$ cat config.mk
export PLATFORM = sky130hd
export DESIGN_NAME = rgb555_light_color_fader_core_flat
export DESIGN_NICKNAME = d
export VERILOG_FILES = /design/src/hdl/lcf_pkg.sv /design/src/hdl/lcf_if.sv /design/src/hdl/lcf_blend.sv /design/src/hdl/rgb555_light_color_fader_core.sv /design/src/flat_wrapper.sv
export SDC_FILE = /design/constraint.sdc
export NUM_CORES = 2
export LEC_CHECK = 0
export ABC_CLOCK_PERIOD_IN_PS = 33400
export BUFFER_PORTS_ARGS = -buffer_cell sky130_fd_sc_hd__clkbuf_2
export CAP_MARGIN = 20
export CORE_ASPECT_RATIO = 0.7
export CORE_MARGIN = 2
export CORE_UTILIZATION = 51
export DETAILED_ROUTE_END_ITERATION = 6
export GPL_TIMING_DRIVEN = 0
export PLACE_DENSITY = 0.75
export SLEW_MARGIN = 20
export SYNTH_ARGS = -nofsm -noshare
export SYNTH_HDL_FRONTEND = slang
export SYNTH_HIERARCHICAL = 1
export SYNTH_SLANG_ARGS = --single-unit
$ cat constraint.sdc
create_clock -name i_clk -period 33.4 [get_ports i_clk]
set_input_delay 8.35 -clock i_clk [delete_from_list [all_inputs] [get_ports i_clk]]
set_output_delay 8.35 -clock i_clk [all_outputs]
set_load 0.005 [all_outputs]
$ cat src/hdl/lcf_pkg.sv
// ----------------------------------------------------------------------------
// lcf_pkg
// Shared types, color slot codes, opcodes and preset color tables for the
// RGB555 light color fader.
// ----------------------------------------------------------------------------
package lcf_pkg;

    // One 5-bit channel and one packed RGB555 color (red 4:0, green 9:5,
    // blue 14:10).
    localparam int CHAN_W     = 5;
    localparam int NUM_CHANS  = 3;
    localparam int NUM_COLORS = 6;

    typedef logic [CHAN_W-1:0]           t_chan;
    typedef logic [NUM_CHANS*CHAN_W-1:0] t_color;
    typedef logic [2:0]                  t_scene;
    typedef logic [1:0]                  t_light;
    typedef logic [2:0]                  t_slot;

    // Color slots, in the order the colors are stored and reported.
    localparam t_slot COL_LIGHT0   = 3'd0;
    localparam t_slot COL_LIGHT1   = 3'd1;
    localparam t_slot COL_DIFFUSE  = 3'd2;
    localparam t_slot COL_AMBIENT  = 3'd3;
    localparam t_slot COL_SPECULAR = 3'd4;
    localparam t_slot COL_EMISSION = 3'd5;

    // Item opcodes.
    typedef enum logic [1:0] {
        OP_TICK       = 2'd0,
        OP_SET        = 2'd1,
        OP_FADE_SCENE = 2'd2,
        OP_FADE_LIGHT = 2'd3
    } t_opcode;

    // Packs three channel values into one RGB555 color.
    function automatic t_color rgb555(input int r, input int g, input int b);
        return {CHAN_W'(b), CHAN_W'(g), CHAN_W'(r)};
    endfunction

    // Light zero preset of a scene; scenes six and seven read as scene five.
    function automatic t_color scene_light0(input t_scene scene);
        t_color c;
        case (scene)
            3'd0:    c = rgb555(23, 23, 25);
            3'd1:    c = rgb555(10, 10, 16);
            3'd2:    c = rgb555(8, 8, 12);
            3'd3:    c = rgb555(5, 5, 8);
            3'd4:    c = rgb555(3, 3, 7);
            default: c = rgb555(0, 0, 6);
        endcase
        return c;
    endfunction

    // Ambient preset of a scene.
    function automatic t_color scene_ambient(input t_scene scene);
        t_color c;
        case (scene)
            3'd0, 3'd1, 3'd2: c = rgb555(14, 14, 14);
            3'd3:             c = rgb555(13, 13, 14);
            3'd4:             c = rgb555(10, 10, 12);
            default:          c = rgb555(8, 8, 10);
        endcase
        return c;
    endfunction

    // Emission preset of a scene.
    function automatic t_color scene_emission(input t_scene scene);
        t_color c;
        case (scene)
            3'd0, 3'd1, 3'd2, 3'd3: c = rgb555(16, 16, 16);
            3'd4:                   c = rgb555(14, 14, 16);
            default:                c = rgb555(12, 12, 16);
        endcase
        return c;
    endfunction

    // Scene preset for any slot but light one.
    function automatic t_color scene_color(input t_scene scene, input t_slot slot);
        t_color c;
        case (slot)
            COL_LIGHT0:   c = scene_light0(scene);
            COL_DIFFUSE:  c = rgb555(16, 16, 16);
            COL_AMBIENT:  c = scene_ambient(scene);
            COL_SPECULAR: c = rgb555(20, 20, 20);
            COL_EMISSION: c = scene_emission(scene);
            default:      c = '0;
        endcase
        return c;
    endfunction

    // Light one presets.
    function automatic t_color light_color(input t_light light);
        t_color c;
        case (light)
            2'd0:    c = rgb555(14, 14, 14);
            2'd1:    c = rgb555(20, 20, 20);
            2'd2:    c = rgb555(31, 31, 31);
            default: c = rgb555(8, 8, 8);
        endcase
        return c;
    endfunction

endpackage

$ cat src/hdl/lcf_if.sv
// ----------------------------------------------------------------------------
// lcf_if
// Valid/ready channels of the light color fader: the command channel and the
// color result channel.
// ----------------------------------------------------------------------------
interface lcf_in_if;
    logic            valid;
    logic            ready;
    logic [1:0]      opcode;
    lcf_pkg::t_scene scene_index;
    lcf_pkg::t_light light_index;

    modport source (output valid, output opcode, output scene_index,
                    output light_index, input ready);
    modport sink   (input valid, input opcode, input scene_index,
                    input light_index, output ready);
endinterface

interface lcf_out_if;
    logic            valid;
    logic            ready;
    lcf_pkg::t_color light_zero_color;
    lcf_pkg::t_color light_one_color;
    lcf_pkg::t_color diffuse_color;
    lcf_pkg::t_color ambient_color;
    lcf_pkg::t_color specular_color;
    lcf_pkg::t_color emission_color;

    modport source (output valid, output light_zero_color, output light_one_color,
                    output diffuse_color, output ambient_color,
                    output specular_color, output emission_color, input ready);
    modport sink   (input valid, input light_zero_color, input light_one_color,
                    input diffuse_color, input ambient_color,
                    input specular_color, input emission_color, output ready);
endinterface

$ cat src/hdl/lcf_blend.sv
// ----------------------------------------------------------------------------
// lcf_blend
// Linear blend of one RGB555 color: each channel becomes
// start + step * (target - start) / FADE_STEPS, truncated toward zero.
// ----------------------------------------------------------------------------
module lcf_blend #(
    parameter  int FADE_STEPS = 60,
    localparam int STEP_W     = $clog2(FADE_STEPS + 1)
) (
    input  lcf_pkg::t_color    i_start,
    input  lcf_pkg::t_color    i_target,
    input  logic [STEP_W-1:0]  i_step,
    output lcf_pkg::t_color    o_color
);
    import lcf_pkg::*;

    // The magnitude step * |target - start| is divided by FADE_STEPS through a
    // reciprocal multiply. With SHIFT = MAG_W + clog2(FADE_STEPS) and the
    // reciprocal rounded up, the quotient is exact for every magnitude.
    localparam int MAG_W   = STEP_W + CHAN_W;
    localparam int SHIFT   = MAG_W + $clog2(FADE_STEPS);
    localparam int RECIP_W = SHIFT + 1;
    localparam int PROD_W  = MAG_W + RECIP_W;
    localparam logic [PROD_W-1:0] RECIP =
        PROD_W'(((1 << SHIFT) + FADE_STEPS - 1) / FADE_STEPS);

    for (genvar ch = 0; ch < NUM_CHANS; ch++) begin : g_chan
        t_chan              w_a;
        t_chan              w_b;
        logic               w_neg;
        t_chan              w_dmag;
        logic [MAG_W-1:0]   w_mag;
        logic [PROD_W-1:0]  w_prod;
        t_chan              w_quot;

        assign w_a    = i_start[ch*CHAN_W +: CHAN_W];
        assign w_b    = i_target[ch*CHAN_W +: CHAN_W];
        assign w_neg  = (w_b < w_a);
        assign w_dmag = w_neg ? (w_a - w_b) : (w_b - w_a);

        // Scaled distance, then division by the step count.
        assign w_mag  = MAG_W'(i_step) * MAG_W'(w_dmag);
        assign w_prod = PROD_W'(w_mag) * RECIP;
        assign w_quot = w_prod[SHIFT +: CHAN_W];

        // Apply the quotient with the sign of the distance.
        assign o_color[ch*CHAN_W +: CHAN_W] = w_neg ? (w_a - w_quot) : (w_a + w_quot);
    end

endmodule

$ cat src/hdl/rgb555_light_color_fader_core.sv
// ----------------------------------------------------------------------------
// rgb555_light_color_fader_core
// Fades six RGB555 colors (two lights and four material colors) linearly
// between preset colors, one step per tick command.
// ----------------------------------------------------------------------------
// The block takes one command per clock cycle while it is not stalled. A
// command is captured in an input register and executed once the result
// register can take a beat, which updates all color state at once; a result
// beat, when the command has one, shows on the result channel the cycle after
// execution. Tick and set commands give a result beat (a tick only when some
// color is still fading); fade commands give none. Commands stall only while
// the result register holds a beat that has not been taken. The fade length is
// FADE_STEPS ticks; each tick runs all eighteen channel blends in parallel.
module rgb555_light_color_fader_core #(
    parameter int FADE_STEPS = 60
) (
    input  logic    i_clk,
    input  logic    i_rst_n,
    lcf_in_if.sink  i_item,
    lcf_out_if.source o_result
);
    import lcf_pkg::*;

    localparam int STEP_W = $clog2(FADE_STEPS + 1);
    localparam logic [STEP_W-1:0] STEP_IDLE = STEP_W'(FADE_STEPS);

    // Input register.
    logic    r_in_valid;
    t_opcode r_op;
    t_scene  r_scene;
    t_light  r_light;

    // Color state.
    t_color            r_cur   [NUM_COLORS];
    t_color            r_start [NUM_COLORS];
    t_color            r_tgt   [NUM_COLORS];
    logic [STEP_W-1:0] r_step  [NUM_COLORS];

    t_color            n_cur   [NUM_COLORS];
    t_color            n_start [NUM_COLORS];
    t_color            n_tgt   [NUM_COLORS];
    logic [STEP_W-1:0] n_step  [NUM_COLORS];

    // Result register.
    logic   r_out_valid;
    t_color r_out [NUM_COLORS];

    t_color            w_blend   [NUM_COLORS];
    logic [STEP_W-1:0] w_step_up [NUM_COLORS];
    logic [NUM_COLORS-1:0] w_adv;
    logic   w_go;
    logic   w_has_result;
    t_scene w_scene;

    // The held command executes when the result register can take a beat.
    assign w_go         = r_in_valid && (!r_out_valid || o_result.ready);
    assign i_item.ready = !r_in_valid || w_go;

    // Scenes six and seven use the last scene preset.
    assign w_scene = (r_scene > 3'd5) ? 3'd5 : r_scene;

    // Blend every color at its advanced step.
    for (genvar i = 0; i < NUM_COLORS; i++) begin : g_color
        assign w_adv[i]     = (r_step[i] < STEP_IDLE);
        assign w_step_up[i] = r_step[i] + STEP_W'(1);

        lcf_blend #(
            .FADE_STEPS (FADE_STEPS)
        ) u_blend (
            .i_start  (r_start[i]),
            .i_target (r_tgt[i]),
            .i_step   (w_step_up[i]),
            .o_color  (w_blend[i])
        );
    end

    assign w_has_result = ((r_op == OP_TICK) && (|w_adv)) || (r_op == OP_SET);

    // Next color state for the held command.
    always_comb begin
        for (int i = 0; i < NUM_COLORS; i++) begin
            n_cur[i]   = r_cur[i];
            n_start[i] = r_start[i];
            n_tgt[i]   = r_tgt[i];
            n_step[i]  = r_step[i];
            case (r_op)
                OP_TICK: begin
                    if (w_adv[i]) begin
                        n_step[i] = w_step_up[i];
                        n_cur[i]  = w_blend[i];
                    end
                end
                OP_SET: begin
                    n_step[i] = STEP_IDLE;
                    if (i == int'(COL_LIGHT1)) begin
                        n_cur[i] = light_color(r_light);
                    end else begin
                        n_cur[i] = scene_color(w_scene, t_slot'(i));
                    end
                end
                OP_FADE_SCENE: begin
                    if (i != int'(COL_LIGHT1)) begin
                        n_start[i] = r_cur[i];
                        n_tgt[i]   = scene_color(w_scene, t_slot'(i));
                        n_step[i]  = '0;
                    end
                end
                OP_FADE_LIGHT: begin
                    if (i == int'(COL_LIGHT1)) begin
                        n_start[i] = r_cur[i];
                        n_tgt[i]   = light_color(r_light);
                        n_step[i]  = '0;
                    end
                end
                default: begin
                    n_step[i] = r_step[i];
                end
            endcase
        end
    end

    // Input register.
    always_ff @(posedge i_clk) begin
        if (!i_rst_n) begin
            r_in_valid <= 1'b0;
        end else if (i_item.ready) begin
            r_in_valid <= i_item.valid;
        end
        if (i_item.ready && i_item.valid) begin
            r_op    <= t_opcode'(i_item.opcode);
            r_scene <= i_item.scene_index;
            r_light <= i_item.light_index;
        end
    end

    // Color state.
    always_ff @(posedge i_clk) begin
        if (!i_rst_n) begin
            for (int i = 0; i < NUM_COLORS; i++) begin
                r_cur[i]   <= '0;
                r_start[i] <= '0;
                r_tgt[i]   <= '0;
                r_step[i]  <= STEP_IDLE;
            end
        end else if (w_go) begin
            for (int i = 0; i < NUM_COLORS; i++) begin
                r_cur[i]   <= n_cur[i];
                r_start[i] <= n_start[i];
                r_tgt[i]   <= n_tgt[i];
                r_step[i]  <= n_step[i];
            end
        end
    end

    // Result register.
    always_ff @(posedge i_clk) begin
        if (!i_rst_n) begin
            r_out_valid <= 1'b0;
        end else if (w_go && w_has_result) begin
            r_out_valid <= 1'b1;
        end else if (o_result.ready) begin
            r_out_valid <= 1'b0;
        end
        if (w_go && w_has_result) begin
            for (int i = 0; i < NUM_COLORS; i++) begin
                r_out[i] <= n_cur[i];
            end
        end
    end

    assign o_result.valid            = r_out_valid;
    assign o_result.light_zero_color = r_out[COL_LIGHT0];
    assign o_result.light_one_color  = r_out[COL_LIGHT1];
    assign o_result.diffuse_color    = r_out[COL_DIFFUSE];
    assign o_result.ambient_color    = r_out[COL_AMBIENT];
    assign o_result.specular_color   = r_out[COL_SPECULAR];
    assign o_result.emission_color   = r_out[COL_EMISSION];

`ifndef ASSERT_OFF
    // No step counter ever runs past the idle value.
    a_step_range: assert property (@(posedge i_clk) disable iff (!i_rst_n)
        (r_step[0] <= STEP_IDLE) && (r_step[1] <= STEP_IDLE) &&
        (r_step[2] <= STEP_IDLE) && (r_step[3] <= STEP_IDLE) &&
        (r_step[4] <= STEP_IDLE) && (r_step[5] <= STEP_IDLE))
        else $error("step counter beyond fade length");

    // An executed command with a result always leaves a beat pending.
    a_result_loaded: assert property (@(posedge i_clk) disable iff (!i_rst_n)
        w_go && w_has_result |=> r_out_valid)
        else $error("result beat lost");

    // A set command leaves every color idle.
    a_set_idle: assert property (@(posedge i_clk) disable iff (!i_rst_n)
        w_go && (r_op == OP_SET) |=> !(|w_adv))
        else $error("color still fading after set");

    // Commands are refused only while one is held and stalled.
    a_stall_reason: assert property (@(posedge i_clk) disable iff (!i_rst_n)
        !i_item.ready |-> r_in_valid && r_out_valid && !o_result.ready)
        else $error("command refused without a stall");
`endif

endmodule
$ cat src/flat_wrapper.sv
// flat-port wrapper written by rule: the top's interface ports become plain ports
module rgb555_light_color_fader_core_flat import lcf_pkg::*;
#(
    parameter int FADE_STEPS = 60
)
  (i_clk, i_rst_n, i_item_valid, i_item_opcode, i_item_scene_index, i_item_light_index, i_item_ready, o_result_valid, o_result_light_zero_color, o_result_light_one_color, o_result_diffuse_color, o_result_ambient_color, o_result_specular_color, o_result_emission_color, o_result_ready);
  lcf_in_if i_item_i ();
  lcf_out_if o_result_i ();
  input  logic i_clk;
  input  logic i_rst_n;
  input wire logic [$bits(i_item_i.valid)-1:0] i_item_valid;
  input wire logic [$bits(i_item_i.opcode)-1:0] i_item_opcode;
  input wire logic [$bits(i_item_i.scene_index)-1:0] i_item_scene_index;
  input wire logic [$bits(i_item_i.light_index)-1:0] i_item_light_index;
  output wire logic [$bits(i_item_i.ready)-1:0] i_item_ready;
  output wire logic [$bits(o_result_i.valid)-1:0] o_result_valid;
  output wire logic [$bits(o_result_i.light_zero_color)-1:0] o_result_light_zero_color;
  output wire logic [$bits(o_result_i.light_one_color)-1:0] o_result_light_one_color;
  output wire logic [$bits(o_result_i.diffuse_color)-1:0] o_result_diffuse_color;
  output wire logic [$bits(o_result_i.ambient_color)-1:0] o_result_ambient_color;
  output wire logic [$bits(o_result_i.specular_color)-1:0] o_result_specular_color;
  output wire logic [$bits(o_result_i.emission_color)-1:0] o_result_emission_color;
  input wire logic [$bits(o_result_i.ready)-1:0] o_result_ready;
  assign i_item_i.valid = i_item_valid;
  assign i_item_i.opcode = i_item_opcode;
  assign i_item_i.scene_index = i_item_scene_index;
  assign i_item_i.light_index = i_item_light_index;
  assign i_item_ready = i_item_i.ready;
  assign o_result_valid = o_result_i.valid;
  assign o_result_light_zero_color = o_result_i.light_zero_color;
  assign o_result_light_one_color = o_result_i.light_one_color;
  assign o_result_diffuse_color = o_result_i.diffuse_color;
  assign o_result_ambient_color = o_result_i.ambient_color;
  assign o_result_specular_color = o_result_i.specular_color;
  assign o_result_emission_color = o_result_i.emission_color;
  assign o_result_i.ready = o_result_ready;
  rgb555_light_color_fader_core #(.FADE_STEPS(FADE_STEPS)) u_core (.i_clk(i_clk), .i_rst_n(i_rst_n), .i_item(i_item_i), .o_result(o_result_i));
endmodule
==> summary.md <==
| Metric | Value |
|---|---|
| P&R area growth vs syn | `6.83%` |
| Total setup buffers inserted after CTS | `0` |
| Sequential share of the synthesized area | `0.172` |
| Antenna Nets Post-Route | `0` |
| Mapped Cells | `6,091` |
| Vias in the first global route | `between 40,000 and 50,000` |
| Die area | `118,000 um2` |
| Status | `finished clean` |
| Rel. slew slack | `0.250` |
| Worst path max stage delay | `0.20 ns` |
| HPWL after DPL | `116 mm` |
| Fin. Hold Viols | `0` |
| CP startpoint | `o_result_ready` |
| # setup viols final | `0` |
| Post-synth EDFFs | `336` |
| Placement Setup Slack | `16.17 ns` |
| Core area | `115,000 um2` |
| RSZ-0062 raised after global routing | `false` |
| RePlAce Congestion | `0.940` |
| Largest net degree at the start of global routing | `50` |
| Critical path class | `in2out` |
| Nets@finish | `a little over 8,000` |
| Initial drt markers | `~3,300` |
| Wirelength per Cell | `about 18 um` |
| Fill cells | `10,200` |
| Max cap viols | `0` |
| FFs w/ async S/R, synth | `0` |
| Remaining design rule violation count | `0` |
| Layout cell share with drive strength beyond 1 | `0.0502` |
| IO Pins | `103` |
| Synth unique cells | `118` |
| RR Startpoint | `u_core/r_start[1][1]$_SDFFCE_PN0P_` |
| Clock Skew | `0.0286 ns` |
| Final min period | `17.24 ns` |
| IO Port Bufs | `around 100` |
| Worst-path cell chain | `clkbuf_2 -> nor2b_1 -> nand2_1 -> clkbuf_2` |
| Most frequent CP cell | `clkbuf_2` |
| Ys Warns | `6` |
| Register clock-pin slew on the reported worst setup and hold paths | `about 0.070 ns` |
| Vias | `43,900` |
| Syn Area/Cell | `~9.7 um2` |
| Top delay family on crit path | `simple AND/OR/NAND/NOR gates` |
| WP data arrival | `8.89 ns` |
| Crit end category | `output port` |
| Chip height | `roughly 290 um` |
| Commonest non-fill, non-tap cell in the layout | `ha_1` |
| DR vias/cell | `~5.6` |
| Inst Count DP | `around 7,800` |
| CTS buffer count | `35` |
| Max Root-Sink Buffers | `3` |
| Initial core utilization | `0.513` |
| WP buf/inv | `2` |
| CTS Hold Bufs | `0` |
| Ys flop type | `edfxtp_1` |
| Worst EP required | `25.05 ns` |
| Period utilization | `0.516` |
| Initial antenna violation count | `4` |
| Yosys reg bits | `338` |
| HP Class | `reg2reg` |
| H-tree Lvls | `2` |
| Die Span X | `slightly above 400 um` |
| Commonest non-fill, non-tap cells in the layout | `ha_1 (1,365), inv_1 (971), and2_1 (500), fa_1 (432), edfxtp_1 (336)` |
| Tightest Pin Transition | `1.12 ns` |
| Core Rows | `104` |
| First-pass detailed-route iteration total | `5` |
| Resized Gates After CTS | `0` |
| Max Slew Vio Count | `0` |
| TritonCTS clock tree | `yes` |
| Clock sinks | `338` |
| Startpoint types | `input pin` |
| Mapped Area | `58,900 um2` |
| Worst-Skew Late Latency | `between 0.5 and 0.6 ns` |
| First-pass GRT wire length | `about 230 mm` |
| FMAX | `0.0580 GHz` |
| Non-Filler Instances | `7,871` |
| Root Buffer | `clkbuf_16` |
| GR Overflow Total | `0` |
| TNS Setup | `0 ns` |
| Total track usage | `0.236` |
| Final setup margin | `16.16 ns` |
| Crit path max fanout | `3` |
| HP Start | `u_core/r_cur[2][14]$_SDFFCE_PN0P_` |
| CP max stage cell | `nor2b_1` |
| Routed wire length | `approximately 140 mm` |
[final timing paths]
| check | cells after the start | slack (ns) | end |
|---|---|---|---|
| min reg2reg | 1 | 0.54 | u_core/r_start[2][14]$_SDFFCE_PN0P_ |
| min | 1 | 0.54 | u_core/r_start[2][14]$_SDFFCE_PN0P_ |
| max reg2reg | 44 | 21.18 | u_core/r_cur[1][4]$_SDFFCE_PN0P_ |
| max | 4 | 16.16 | i_item_ready |
[synth_stat cells, drive strengths merged, types with 18 or more instances]
cell type	n	area share
a221o	40	0.0068
o2111ai	18	0.0028
nand2b	100	0.011
a22o	25	0.0037
edfxtp	336	0.17
and3	21	0.0022
and2	502	0.053
or2	26	0.0028
clkbuf	77	0.0049
xnor2	252	0.038
mux2i	54	0.0092
ha	1365	0.29
o21bai	35	0.0045
xor2	147	0.022
a21o	136	0.017
a31oi	49	0.0054
a21boi	20	0.0027
o31ai	24	0.0033
nand3	77	0.0065
nand4	62	0.0071
buf	31	0.0030
a21oi	292	0.026
nor2	146	0.0094
nand2	291	0.019
nor3	48	0.0042
fa	432	0.15
nor2b	117	0.013
o21ai	165	0.014
a211oi	18	0.0024
inv	972	0.062
[cells by family after synthesis]
logic type                 share of synthesized area
other                                      0.0000637
DFF                                            0.172
AOI/OAI and AO/OA                              0.113
adders and majority gates                      0.437
and+or+nand+nor                                0.136
xor gates and xnor gates                      0.0612
buffers and inverters                         0.0698
muxes                                         0.0110
[metrics by stage]
step	hold WS, ns	area [um2]	utilization
floorplan	0.487	59100	-
global placement	0.503	61600	0.536
detailed placement	0.528	61800	0.538
CTS	0.541	62900	0.548
global route	0.558	62900	0.548
finish	0.536	62900	0.548
[worst reg2reg max path, delay by kind of cell (launching register included)]
family	cells	cell delay (ns)
AOI/OAI and AO/OA	12	3.26
and+or+nand+nor	8	1.17
xor gates and xnor gates	6	1.67
DFF	1	0.57
adders and majority gates	12	4.75
buffers and inverters	5	0.34
muxes	1	0.18
[flip-flops by register name, summed over array words and instances, names as in the netlist]
register               cells
u_core/r_start            90
u_core/r_scene             3
u_core/r_cur              90
u_core/r_step             36
u_core/r_tgt              23
u_core/r_out              90
u_core/r_light             2
u_core/r_in_valid          1
u_core/o_result.valid      1
u_core/r_op                2
[final cells by class]
cell class | count | area (um2) | share of cell area
well taps | 1537 | 1920 | 0.0306
clock buffers | 42 | 923 | 0.0147
plain buffers | 108 | 463 | 0.00736
flip-flops and latches | 338 | 10100 | 0.161
multi-input cells | 4731 | 44900 | 0.714
diodes | 4 | 10.0 | 0.000159
inverters | 972 | 3650 | 0.0580
clock inverters | 22 | 243 | 0.00386
repair buffers | 117 | 687 | 0.0109
[layer usage]
layer	share of wire	GRT usage	routed length [um]	vias up
li1	-	-	-	21200
met1	0.48	0.353	67100	21400
met2	0.43	0.366	60200	1257
met3	0.066	0.0236	9200	164
met4	0.024	0.0580	3420	0
met5	0	0	0	-
Power is not shown: default switching activity piles up to over one toggle a cycle in this logic, so the estimate is an artifact.
